File: src/hw/rtl/playfair_digraph_cipher_top_defines.svh
// Assertion macros for the Playfair digraph cipher block.
// Used by the top level only; no other dependencies.
`ifndef PLAYFAIR_DIGRAPH_CIPHER_TOP_DEFINES_SVH
`define PLAYFAIR_DIGRAPH_CIPHER_TOP_DEFINES_SVH

`ifndef SYNTHESIS
// Same-cycle implication, disabled while in reset.
`define PLF_ASSERT_IMP(lbl, clk, rst_n, ante, cons) \
    lbl: assert property (@(posedge clk) disable iff (!(rst_n)) (ante) |-> (cons)) \
        else $error("plf assertion failed");
// Next-cycle implication, disabled while in reset.
`define PLF_ASSERT_NXT(lbl, clk, rst_n, ante, cons) \
    lbl: assert property (@(posedge clk) disable iff (!(rst_n)) (ante) |=> (cons)) \
        else $error("plf assertion failed");
`else
`define PLF_ASSERT_IMP(lbl, clk, rst_n, ante, cons)
`define PLF_ASSERT_NXT(lbl, clk, rst_n, ante, cons)
`endif

`endif

File: src/hw/rtl/plf_pkg.sv
// Package for the Playfair digraph cipher: letter codes, register indexes,
// square and job types, and wrap helpers. No dependencies.
`timescale 1ns / 1ps

package plf_pkg;

    typedef logic [4:0] t_letter;
    typedef logic [2:0] t_pos;
    // Row-major square: sq[row][col], cell 0 at bits 4:0.
    typedef logic [4:0][4:0][4:0] t_square;

    localparam t_letter LETTER_I = 5'd8;
    localparam t_letter LETTER_J = 5'd9;
    localparam t_letter LETTER_X = 5'd23;

    localparam logic [7:0] ASCII_UP_A = 8'h41;
    localparam logic [7:0] ASCII_UP_Z = 8'h5A;
    localparam logic [7:0] ASCII_LO_A = 8'h61;
    localparam logic [7:0] ASCII_LO_Z = 8'h7A;
    localparam logic [7:0] ASCII_CASE = 8'h20;

    localparam int CFG_DATA_W = 50;
    localparam logic [1:0] CFG_DIRECTION  = 2'd0;
    localparam logic [1:0] CFG_ROWS_LOW   = 2'd1;
    localparam logic [1:0] CFG_ROWS_MID   = 2'd2;
    localparam logic [1:0] CFG_ROW_HIGH   = 2'd3;

    localparam logic [49:0] RST_ROWS_LOW = 50'd360886946596896;
    localparam logic [49:0] RST_ROWS_MID = 50'd725215444678027;
    localparam logic [24:0] RST_ROW_HIGH = 25'd27025109;

    // One pair of letters waiting for the cipher, or a bare end marker.
    typedef struct packed {
        t_letter first;
        t_letter second;
        logic    done;
        logic    marker;
    } t_job;

    typedef struct packed {
        t_letter out_a;
        t_letter out_b;
    } t_pair_out;

    localparam t_pos POS_LAST = 3'd4;

    function automatic t_pos pos_inc(input t_pos p);
        t_pos res;
        res = (p == POS_LAST) ? 3'd0 : 3'(p + 3'd1);
        return res;
    endfunction

    function automatic t_pos pos_dec(input t_pos p);
        t_pos res;
        res = (p == 3'd0) ? POS_LAST : 3'(p - 3'd1);
        return res;
    endfunction

endpackage

File: src/hw/rtl/plf_cipher.sv
// Playfair pair transform: locates both letters in the square by parallel
// compare and applies the row, column or rectangle rule. Uses plf_pkg.
`timescale 1ns / 1ps

module plf_cipher
    import plf_pkg::*;
(
    input  t_square   i_square,
    input  logic      i_decrypt,
    input  t_job      i_job,
    output t_pair_out o_pair
);

    t_pos row_a, col_a, row_b, col_b;
    t_pos orow_a, ocol_a, orow_b, ocol_b;

    // Scan downward so the lowest matching cell is the last one written.
    always_comb begin
        row_a = 3'd0;
        col_a = 3'd0;
        row_b = 3'd0;
        col_b = 3'd0;
        for (int r = 4; r >= 0; r--) begin
            for (int c = 4; c >= 0; c--) begin
                if (i_square[r][c] == i_job.first) begin
                    row_a = 3'(r);
                    col_a = 3'(c);
                end
                if (i_square[r][c] == i_job.second) begin
                    row_b = 3'(r);
                    col_b = 3'(c);
                end
            end
        end
    end

    always_comb begin
        priority if (row_a == row_b) begin
            orow_a = row_a;
            orow_b = row_b;
            ocol_a = i_decrypt ? pos_dec(col_a) : pos_inc(col_a);
            ocol_b = i_decrypt ? pos_dec(col_b) : pos_inc(col_b);
        end else if (col_a == col_b) begin
            orow_a = i_decrypt ? pos_dec(row_a) : pos_inc(row_a);
            orow_b = i_decrypt ? pos_dec(row_b) : pos_inc(row_b);
            ocol_a = col_a;
            ocol_b = col_b;
        end else begin
            // Rectangle: swap columns, keep rows.
            orow_a = row_a;
            orow_b = row_b;
            ocol_a = col_b;
            ocol_b = col_a;
        end
    end

    assign o_pair = {i_square[orow_a][ocol_a], i_square[orow_b][ocol_b]};

endmodule

File: src/hw/rtl/playfair_digraph_cipher_top.sv
// Playfair digraph cipher top level: text conditioning, pair holding, job
// register, cipher and two-entry result buffer. Uses plf_pkg, plf_cipher.
//
//  channel | direction | handshake                 | payload
//  --------+-----------+---------------------------+---------------------------------
//  input   | in        | i_in_valid / o_in_ready   | i_char_in, i_text_end
//  result  | out       | o_out_valid / i_out_ready | o_char_out, o_has_char,
//          |           |                           | o_message_done
//  config  | in        | i_cfg_we (no wait)        | i_cfg_addr, i_cfg_data
//
// One byte can be taken every cycle while the job register is empty or can drain.
// A completed pair gives two results through the single result port. A byte's
// first result passes through the job register, then the result buffer.
// Synchronous active-low reset restores the config defaults and clears the valid flags.
// A stalled result holds the buffer; the job register then fills and ready drops.
`timescale 1ns / 1ps
`include "playfair_digraph_cipher_top_defines.svh"

module playfair_digraph_cipher_top
    import plf_pkg::*;
(
    input  logic                  i_clk,
    input  logic                  i_rst_n,
    input  logic                  i_cfg_we,
    input  logic [1:0]            i_cfg_addr,
    input  logic [CFG_DATA_W-1:0] i_cfg_data,
    input  logic                  i_in_valid,
    output logic                  o_in_ready,
    input  logic [7:0]            i_char_in,
    input  logic                  i_text_end,
    output logic                  o_out_valid,
    input  logic                  i_out_ready,
    output logic [7:0]            o_char_out,
    output logic                  o_has_char,
    output logic                  o_message_done
);

    logic        r_direction;
    logic [49:0] r_rows_low;
    logic [49:0] r_rows_mid;
    logic [24:0] r_row_high;

    t_letter     r_held_letter;
    logic        r_held_valid;
    t_letter     n_held_letter;
    logic        n_held_valid;

    logic        r_job_v;
    t_job        r_job;
    t_job        n_job;
    logic        n_job_v;

    logic [1:0]  r_ob_cnt;
    logic [7:0]  r_ob0_char;
    logic        r_ob0_has;
    logic        r_ob0_done;
    logic [7:0]  r_ob1_char;
    logic        r_ob1_done;

    logic        in_fire;
    logic        out_fire;
    logic        load_ok;
    logic        job_load;
    logic [7:0]  ch_up;
    logic        is_letter;
    t_letter     letter;
    t_square     square;
    t_pair_out   pair;

    // ---------------- configuration ----------------
    always_ff @(posedge i_clk) begin
        if (!i_rst_n) begin
            r_direction <= 1'b0;
            r_rows_low  <= RST_ROWS_LOW;
            r_rows_mid  <= RST_ROWS_MID;
            r_row_high  <= RST_ROW_HIGH;
        end else if (i_cfg_we) begin
            unique case (i_cfg_addr)
                CFG_DIRECTION: r_direction <= i_cfg_data[0];
                CFG_ROWS_LOW:  r_rows_low  <= i_cfg_data[49:0];
                CFG_ROWS_MID:  r_rows_mid  <= i_cfg_data[49:0];
                CFG_ROW_HIGH:  r_row_high  <= i_cfg_data[24:0];
                default:       r_direction <= r_direction;
            endcase
        end
    end

    assign square = t_square'({r_row_high, r_rows_mid, r_rows_low});

    // ---------------- handshakes ----------------
    assign o_out_valid = (r_ob_cnt != 2'd0);
    assign out_fire    = o_out_valid && i_out_ready;
    assign load_ok     = (r_ob_cnt == 2'd0) || ((r_ob_cnt == 2'd1) && out_fire);
    assign job_load    = r_job_v && load_ok;
    assign o_in_ready  = !r_job_v || load_ok;
    assign in_fire     = i_in_valid && o_in_ready;

    // ---------------- conditioning ----------------
    always_comb begin
        if ((i_char_in >= ASCII_LO_A) && (i_char_in <= ASCII_LO_Z)) begin
            ch_up = i_char_in - ASCII_CASE;
        end else begin
            ch_up = i_char_in;
        end
        is_letter = (ch_up >= ASCII_UP_A) && (ch_up <= ASCII_UP_Z);
        letter    = 5'(ch_up - ASCII_UP_A);
        if (letter == LETTER_J) begin
            letter = LETTER_I;
        end
    end

    // Pair up letters; at end of text pad with X or emit the bare marker.
    always_comb begin
        n_held_letter = r_held_letter;
        n_held_valid  = r_held_valid;
        n_job_v       = 1'b0;
        n_job         = '{first: r_held_letter, second: letter, done: i_text_end,
                          marker: 1'b0};
        if (i_text_end) begin
            n_job_v       = 1'b1;
            n_held_letter = 5'd0;
            n_held_valid  = 1'b0;
            priority if (is_letter && r_held_valid) begin
                n_job.second = letter;
            end else if (is_letter) begin
                n_job.first  = letter;
                n_job.second = LETTER_X;
            end else if (r_held_valid) begin
                n_job.second = LETTER_X;
            end else begin
                n_job.marker = 1'b1;
            end
        end else if (is_letter) begin
            if (r_held_valid) begin
                n_job_v       = 1'b1;
                n_held_letter = 5'd0;
                n_held_valid  = 1'b0;
            end else begin
                n_held_letter = letter;
                n_held_valid  = 1'b1;
            end
        end
    end

    always_ff @(posedge i_clk) begin
        if (!i_rst_n) begin
            r_held_letter <= 5'd0;
            r_held_valid  <= 1'b0;
            r_job_v       <= 1'b0;
        end else begin
            if (in_fire) begin
                r_held_letter <= n_held_letter;
                r_held_valid  <= n_held_valid;
            end
            // Drain the job when the buffer takes it; refill on a producing beat.
            if (in_fire && n_job_v) begin
                r_job_v <= 1'b1;
            end else if (job_load) begin
                r_job_v <= 1'b0;
            end
        end
    end

    always_ff @(posedge i_clk) begin
        if (in_fire && n_job_v) begin
            r_job <= n_job;
        end
    end

    // ---------------- cipher ----------------
    plf_cipher u_cipher (
        .i_square  (square),
        .i_decrypt (r_direction),
        .i_job     (r_job),
        .o_pair    (pair)
    );

    // ---------------- result buffer ----------------
    always_ff @(posedge i_clk) begin
        if (!i_rst_n) begin
            r_ob_cnt <= 2'd0;
        end else if (job_load) begin
            r_ob_cnt <= r_job.marker ? 2'd1 : 2'd2;
        end else if (out_fire) begin
            r_ob_cnt <= 2'(r_ob_cnt - 2'd1);
        end
    end

    always_ff @(posedge i_clk) begin
        if (job_load) begin
            if (r_job.marker) begin
                r_ob0_char <= 8'd0;
                r_ob0_has  <= 1'b0;
                r_ob0_done <= 1'b1;
            end else begin
                r_ob0_char <= 8'(ASCII_UP_A + {3'd0, pair.out_a});
                r_ob0_has  <= 1'b1;
                r_ob0_done <= 1'b0;
            end
            r_ob1_char <= 8'(ASCII_UP_A + {3'd0, pair.out_b});
            r_ob1_done <= r_job.done;
        end else if (out_fire && (r_ob_cnt == 2'd2)) begin
            // Advance the second letter of the pair to the head.
            r_ob0_char <= r_ob1_char;
            r_ob0_has  <= 1'b1;
            r_ob0_done <= r_ob1_done;
        end
    end

    assign o_char_out     = r_ob0_char;
    assign o_has_char     = r_ob0_has;
    assign o_message_done = r_ob0_done;

    // ---------------- assertions ----------------
    `PLF_ASSERT_NXT(a_two_drain, i_clk, i_rst_n, out_fire && (r_ob_cnt == 2'd2), r_ob_cnt == 2'd1)
    `PLF_ASSERT_IMP(a_marker_done, i_clk, i_rst_n, o_out_valid && !o_has_char, o_message_done)
    `PLF_ASSERT_NXT(a_end_job, i_clk, i_rst_n, in_fire && i_text_end, r_job_v && !r_held_valid)
    `PLF_ASSERT_NXT(a_load_fill, i_clk, i_rst_n, job_load, r_ob_cnt != 2'd0)

endmodule

File: config.mk
export PLATFORM = sky130hd
export DESIGN_NAME = playfair_digraph_cipher_top
export DESIGN_NICKNAME = d
export VERILOG_FILES = /design/src/hw/rtl/plf_pkg.sv /design/src/hw/rtl/plf_cipher.sv /design/src/hw/rtl/playfair_digraph_cipher_top.sv
export VERILOG_INCLUDE_DIRS = /design/src /design/src/hw/rtl
export SDC_FILE = /design/constraint.sdc
export NUM_CORES = 1
export LEC_CHECK = 0
export BUFFER_PORTS_ARGS = -buffer_cell sky130_fd_sc_hd__buf_2
export CAP_MARGIN = 5
export CORE_ASPECT_RATIO = 0.5
export CORE_MARGIN = 4
export CORE_UTILIZATION = 25
export CTS_CLUSTER_SIZE = 40
export DETAILED_ROUTE_END_ITERATION = 12
export PLACE_DENSITY_LB_ADDON = 0.25
export SKIP_LAST_GASP = 1
export SLEW_MARGIN = 20
export SYNTH_ARGS = -nofsm -noshare
export SYNTH_HDL_FRONTEND = slang
export SYNTH_HIERARCHICAL = 1
export SYNTH_SLANG_ARGS = --single-unit
File: constraint.sdc
create_clock -name i_clk -period 5.4 [get_ports i_clk]
set_input_delay 0 -clock i_clk [delete_from_list [all_inputs] [get_ports i_clk]]
set_output_delay 0 -clock i_clk [all_outputs]
set_load 0.1 [all_outputs]
; ---- Yosys cells after proc, flatten, opt, wreduce, memory -nomap -nowiden
; Cells that the tools add are included.
[totals]
regBits = 166
output_inout_bits = 12
wordCells = 287
[classes]
addsub = 13
magnitude_cmp = 8
n_eq_ne = 62
muxes = 157
bitwise_logic = 1
reduce_logical = 29
[op_table]
columns = cell, count
row1 = 2-to-1 mux 3 bit, 118
row2 = == test 5 bit, 50
row3 = binary-select mux 25 bit (select 3 bit), 2
row4 = 2-to-1 mux 5 bit, 11
row5 = 2-to-1 mux 25 bit, 2
row6 = 2-to-1 mux 8 bit, 4
row7 = binary-select mux 5 bit (select 3 bit), 2
row8 = "adder 7 x 5 -> 8 bit, first input constant", 2
row9 = ">= comparator 8 x 7 -> 1 bit, second input constant", 2
row10 = "less-or-equal comparator 8 x 7 -> 1 bit, second input constant", 2
row11 = "less-than comparator 3 x 4 -> 1 bit, second input constant", 4
row12 = 2-to-1 mux 1 bit, 14
row13 = "adder 3 x 1 -> 3 bit, second input constant", 4
row14 = "== test 3 bit, second input constant", 4
row15 = zero test 3 bit, 4
row16 = "subtractor 3 x 1 -> 3 bit, second input constant", 4
row17 = 2-to-1 mux 10 bit, 1
row18 = AND reduction 2 bit, 5
row19 = nonzero test 2 bit, 5
row20 = logical AND 1 bit, 9
row21 = "subtractor 8 x 6 -> 8 bit, second input constant", 1
row22 = "== test 2 bit, second input constant", 3
row23 = == test 3 bit, 2
row24 = 2-to-1 mux 2 bit, 3
row25 = other kinds (9), 12

; ---- Logic depth before layout (Yosys ltp)
[logic_depth]
word_depth = 38
ltp_mapped = 27

; ---- By module
; The synthesis kept the hierarchy.
[by_module_without_submodules]
columns = module, instances, cells_each, area_each_um2, seq_area_each_um2
row1 = plf_cipher, 1, 865, 6729.0, 0.0
row2 = playfair_digraph_cipher_top, 1, 722, 6214.7, 3513.4

; ---- Worst setup path after synthesis
; No wires, ideal clock.
[synth_path]
kind = flip-flop to flip-flop
from = reg r_job[10] in the netlist's numbering
to = reg r_ob0_char[4], in the netlist o_char_out[4] (data pin)
setup_time_ps = 256
arrival_ps = 4852
required_ps = 5144
setup_slack_ps = 291
path_stages_with_launch = 26
path_buffers = 3
cell_sequence = edfxtp_1 buf_2 buf_4 buf_6 xor2_1 nor2_1 nand2_1 and2_1 a2111oi_0 a21o_1 nand2_1 inv_1 ha_1 nor2_1 mux4_2 nand4_1 o31ai_1 a2bb2oi_2 nor2_1 and2_1 a22o_1 or4_1 ha_1 nand3_1 xnor2_1 a22o_1
[synth_rtl]
columns = item, line_no
row1 = "start, declared", playfair_digraph_cipher_top.sv:49  ; t_job r_job;
row2 = "start signal, assigned", playfair_digraph_cipher_top.sv:166  ; r_job <= n_job;
row3 = "end signal, assigned", playfair_digraph_cipher_top.sv:196  ; r_ob0_char <= 8'(ASCII_UP_A + {3'd0, pair.out_a});
row4 = "end signal, assigned", playfair_digraph_cipher_top.sv:204  ; r_ob0_char <= r_ob1_char;
row5 = "end, declared", playfair_digraph_cipher_top.sv:54  ; logic [7:0] r_ob0_char;

==> summary.md <==
| Metric | Value |
|---|---|
| Cell with the most instances after synthesis | nand2_1 |
| Total power | 7030 uW |
| Die width | 330 um |
| Max stage delay on crit path | 0.59 ns |
| Finished Layout Cells | 2659 |
| Syn-to-layout area delta | 37.8% |
| # rows | 58 |
| WP data required | 5.61 ns |
| Final setup margin | -0.0625 ns |
| Vias per cell | 5.05 |
| Clk buf depth | 2 |
| Post-synth EDFFs | 27 |
| Peak supply drop | 0.307 mV |
| Routability cong. | 1.00 |
| Most frequent CP cell | buf_4 |
| Worst slack at placement | -0.301 ns |
| Vias in the first global route | 12700 |
| Worst Path Max Fanout | 14 |
| Slew Limit Fails | 0 |
| Fin crit period | 5.46 ns |
| Min-Delay Path Class | primary input to register |
| Critical hold path startpoint | i_cfg_addr[1] |
| Multi-input logic area | 9120 um2 |
| Placed Cells | 2542 |
| CP cell instances | buf_12, xor2_1, nor3_1, buf_4, or2_2, o211ai_1, a41oi_2, a211oi_1, and4b_2, and2_4, buf_4, a31o_4, and2_4, buf_4, a22o_1, a221o_1, or4_4, ha_4, nand3_2, xnor2_1, a22o_1 |
| Power share of the combinational group | 0.624 |
| Mapped Area | 12900 um2 |
| Mean Syn Cell Area | 8.16 um2 |
| Clock sink count | 162 |
| Sw frac | 0.424 |
| Post-synth top cells | nand2_1 (300), xnor2_1 (138), dfxtp_1 (135) |
| Final setup skew | 0.0128 ns |
| Htree depth | 4 |
| Post-synthesis sequential area ratio | 0.271 |
| Clock power share | 0.176 |
| Max Fclk | 183 MHz |
| Worst setup endpoint | o_char_out[4]$_DFFE_PP_ |
| Die area | 55700 um2 |
| Initial Util | 0.255 |
| Leading area contributor after synthesis | dfxtp_1 |
| Share of layout cells above drive strength 1 | 0.277 |
| Global-route wire length before repair | 86.7 mm |
| Mapped Cells | 1587 |
| Synthesis-stage register bit count | 162 |
| Gr usage total | 0.212 |
| Max-cap violations | 0 |
| Status | finished with violations |
| 1st-iter DRT viols | 1263 |
| Startpoint Class | register |
| Core area | 50700 um2 |
| Pwr dens | 394 nW/um2 |
| Largest net degree at the start of global routing | 74 |
| Wire length per cell | 22.8 um |
| R2R depth | 21 |
| Cell internal pwr | 4050 uW |
| Worst r2r src | r_job[2]$_DFFE_PP_ |
| Sequential power share | 0.201 |
| Setup TNS | -0.0960 ns |
| Antenna violations before repair | 1 |
| Synth unique cells | 92 |
| Worst setup EP type | register |
| Sequential Area | 3510 um2 |
| Synth area leaders | dfxtp_1 (21%), xnor2_1 (9.3%), xor2_1 (8.8%) |
| Fin. Hold Viols | 0 |
| Period utilisation layout | 1.01 |
| Fillcell total | 5286 |
| Layout Nets | 2044 |
| Post-DP HPWL | 47.8 mm |
| CP Launch Point | r_job[2]$_DFFE_PP_ |
| Latest clock arrival within the worst-skew pair | 0.46 ns |
| Failing checks | setup timing |
| Placed Area | 16100 um2 |
| Number of I/O port buffers | 76 |
| Clk pin slew, worst setup/hold paths | 0.07 ns |
| DRT antenna net count | 0 |
| Root Driver | clkbuf_16 |
| Final instance area | 17800 um2 |
| Reg2reg end | o_char_out[4]$_DFFE_PP_ |
| Final WL | 60.5 mm |
| TritonCTS Buffers | 17 |
| IO Pins | 78 |
| Async S/R FF share, synth | 0 |
| WS Path Type | register to register |
| Residual DRC | 0 |
| Synth Flop Type | dfxtp_1 |
| Synth warn | 6 |
| Syn_nets | 1675 |
| Synth top area share | 0.209 |
| CP max-delay cell | or4_4 |
| Switching power | 2980 uW |
| Least-Margin Pin Slew | 1.14 ns |
| RSZ-0062 raised after global routing | true |
| LEAKAGE | 0.00733 uW |
| DR vias | 13400 |
| Final setup violation count | 2 |
| R2R Setup Slk | -0.06 ns |
| Overflow after GRT | 0 |
| CTS tree | done |
| # diodes | 0 |
| Die height | 169 um |
| Drt pass-1 iters | 5 |
| CP arrival | 5.67 ns |
| Slew Limit Headroom | 0.241 |
placed cells by master, fill, tap and decap left out, drive strengths merged, types with 20 or more instances in the layout:
cell type / count
ha: 22
a21oi: 93
xnor2: 139
inv: 42
nand2: 300
nor2: 48
buf: 390
nand3: 130
dfxtp: 135
xor2: 130
edfxtp: 27
clkbuf: 20
mux2i: 80
dlygate4sd3: 59
nor3: 55
kinds of logic (layout without fill, tap and decap cells):
| group | count (synthesis) | in the layout | share of synthesized area |
|---|---|---|---|
| XOR/XNOR | 269 | 269 | 0.183 |
| buffers and inverters | 140 | 522 | 0.0527 |
| multiplexers | 115 | 115 | 0.107 |
| other | 1 | 1 | 0.000290 |
| adder cells (fa/ha/maj) | 22 | 22 | 0.0213 |
| flip-flops | 162 | 162 | 0.271 |
| AND/OR/NAND/NOR | 632 | 632 | 0.231 |
| AO/OA/AOI/OAI | 246 | 246 | 0.134 |
critical path, delay by kind of cell, from the launching register on:
family                     cells  cell delay [ns]
AOI/OAI and AO/OA              7             1.92
and+or+nand+nor                7             1.65
buffers and inverters          4             0.66
DFF                            1             0.51
xor gates and xnor gates       2             0.23
adders and majority gates      1             0.20
power groups by stage:
stage	combinational, uW	sequential [uW]	clock (uW)
floorplan	2050	1450	0
global placement	3930	1440	0
detailed placement	3910	1440	0
CTS	4020	1410	1260
global route	4570	1420	1300
finish	4380	1410	1240
per-stage QoR:
stage,hold WS (ns),util
6_report,0.0675,0.352
5_1_grt,0.0894,0.352
4_1_cts,0.0168,0.343
3_5_place_dp,0.237,0.317
3_3_place_gp,0.229,0.317
2_1_floorplan,0.0989,-
worst min-delay path by stage:
stage / slack (ns) / cells past startpoint / end
after floorplan: 0.1 / 0 / r_job[1]$_DFFE_PP_
after global placement: 0.23 / 3 / r_rows_mid[47]$_SDFFE_PN1P_
after detailed placement: 0.24 / 3 / r_rows_mid[47]$_SDFFE_PN1P_
final: 0.07 / 4 / r_direction$_SDFFE_PN0P_
after CTS: 0.02 / 4 / r_direction$_SDFFE_PN0P_
after global routing: 0.09 / 4 / r_direction$_SDFFE_PN0P_
timing repair:
item,CTS,global route
setup endpoints to repair,7,11
hold endpoints to repair,130,0
buffers inserted,5,21
resized for setup,29,63
hold buffers,59,0
pin swaps,12,28
cloned,0,1
layout make-up:
| type | count | share of cell area |
|---|---|---|
| multi-input combinational | 1285 | 0.511 |
| timing repair buffer | 450 | 0.203 |
| sequential | 162 | 0.197 |
| tap | 690 | 0.0484 |
| clock buffer | 19 | 0.0248 |
| inverter | 40 | 0.00849 |
| clock inverter | 13 | 0.00716 |
layer usage:
metal  wire length (um)  track usage
met3               4620       0.0479
met2              25900        0.320
met4               1410       0.0574
met1              28600        0.302
met5                 14            0
state kept, by name, summed over array words and instances (netlist names):
| register | count |
|---|---|
| r_rows_mid | 50 |
| r_held_valid | 1 |
| r_direction | 1 |
| r_held_letter | 5 |
| r_job_v | 1 |
| r_job | 12 |
| r_rows_low | 50 |
| r_ob1_done | 1 |
| r_row_high | 25 |
| r_ob_cnt | 2 |
| o_char_out | 7 |
| o_message_done | 1 |
| r_ob1_char | 6 |
Power figures use the tool's default switching activity.
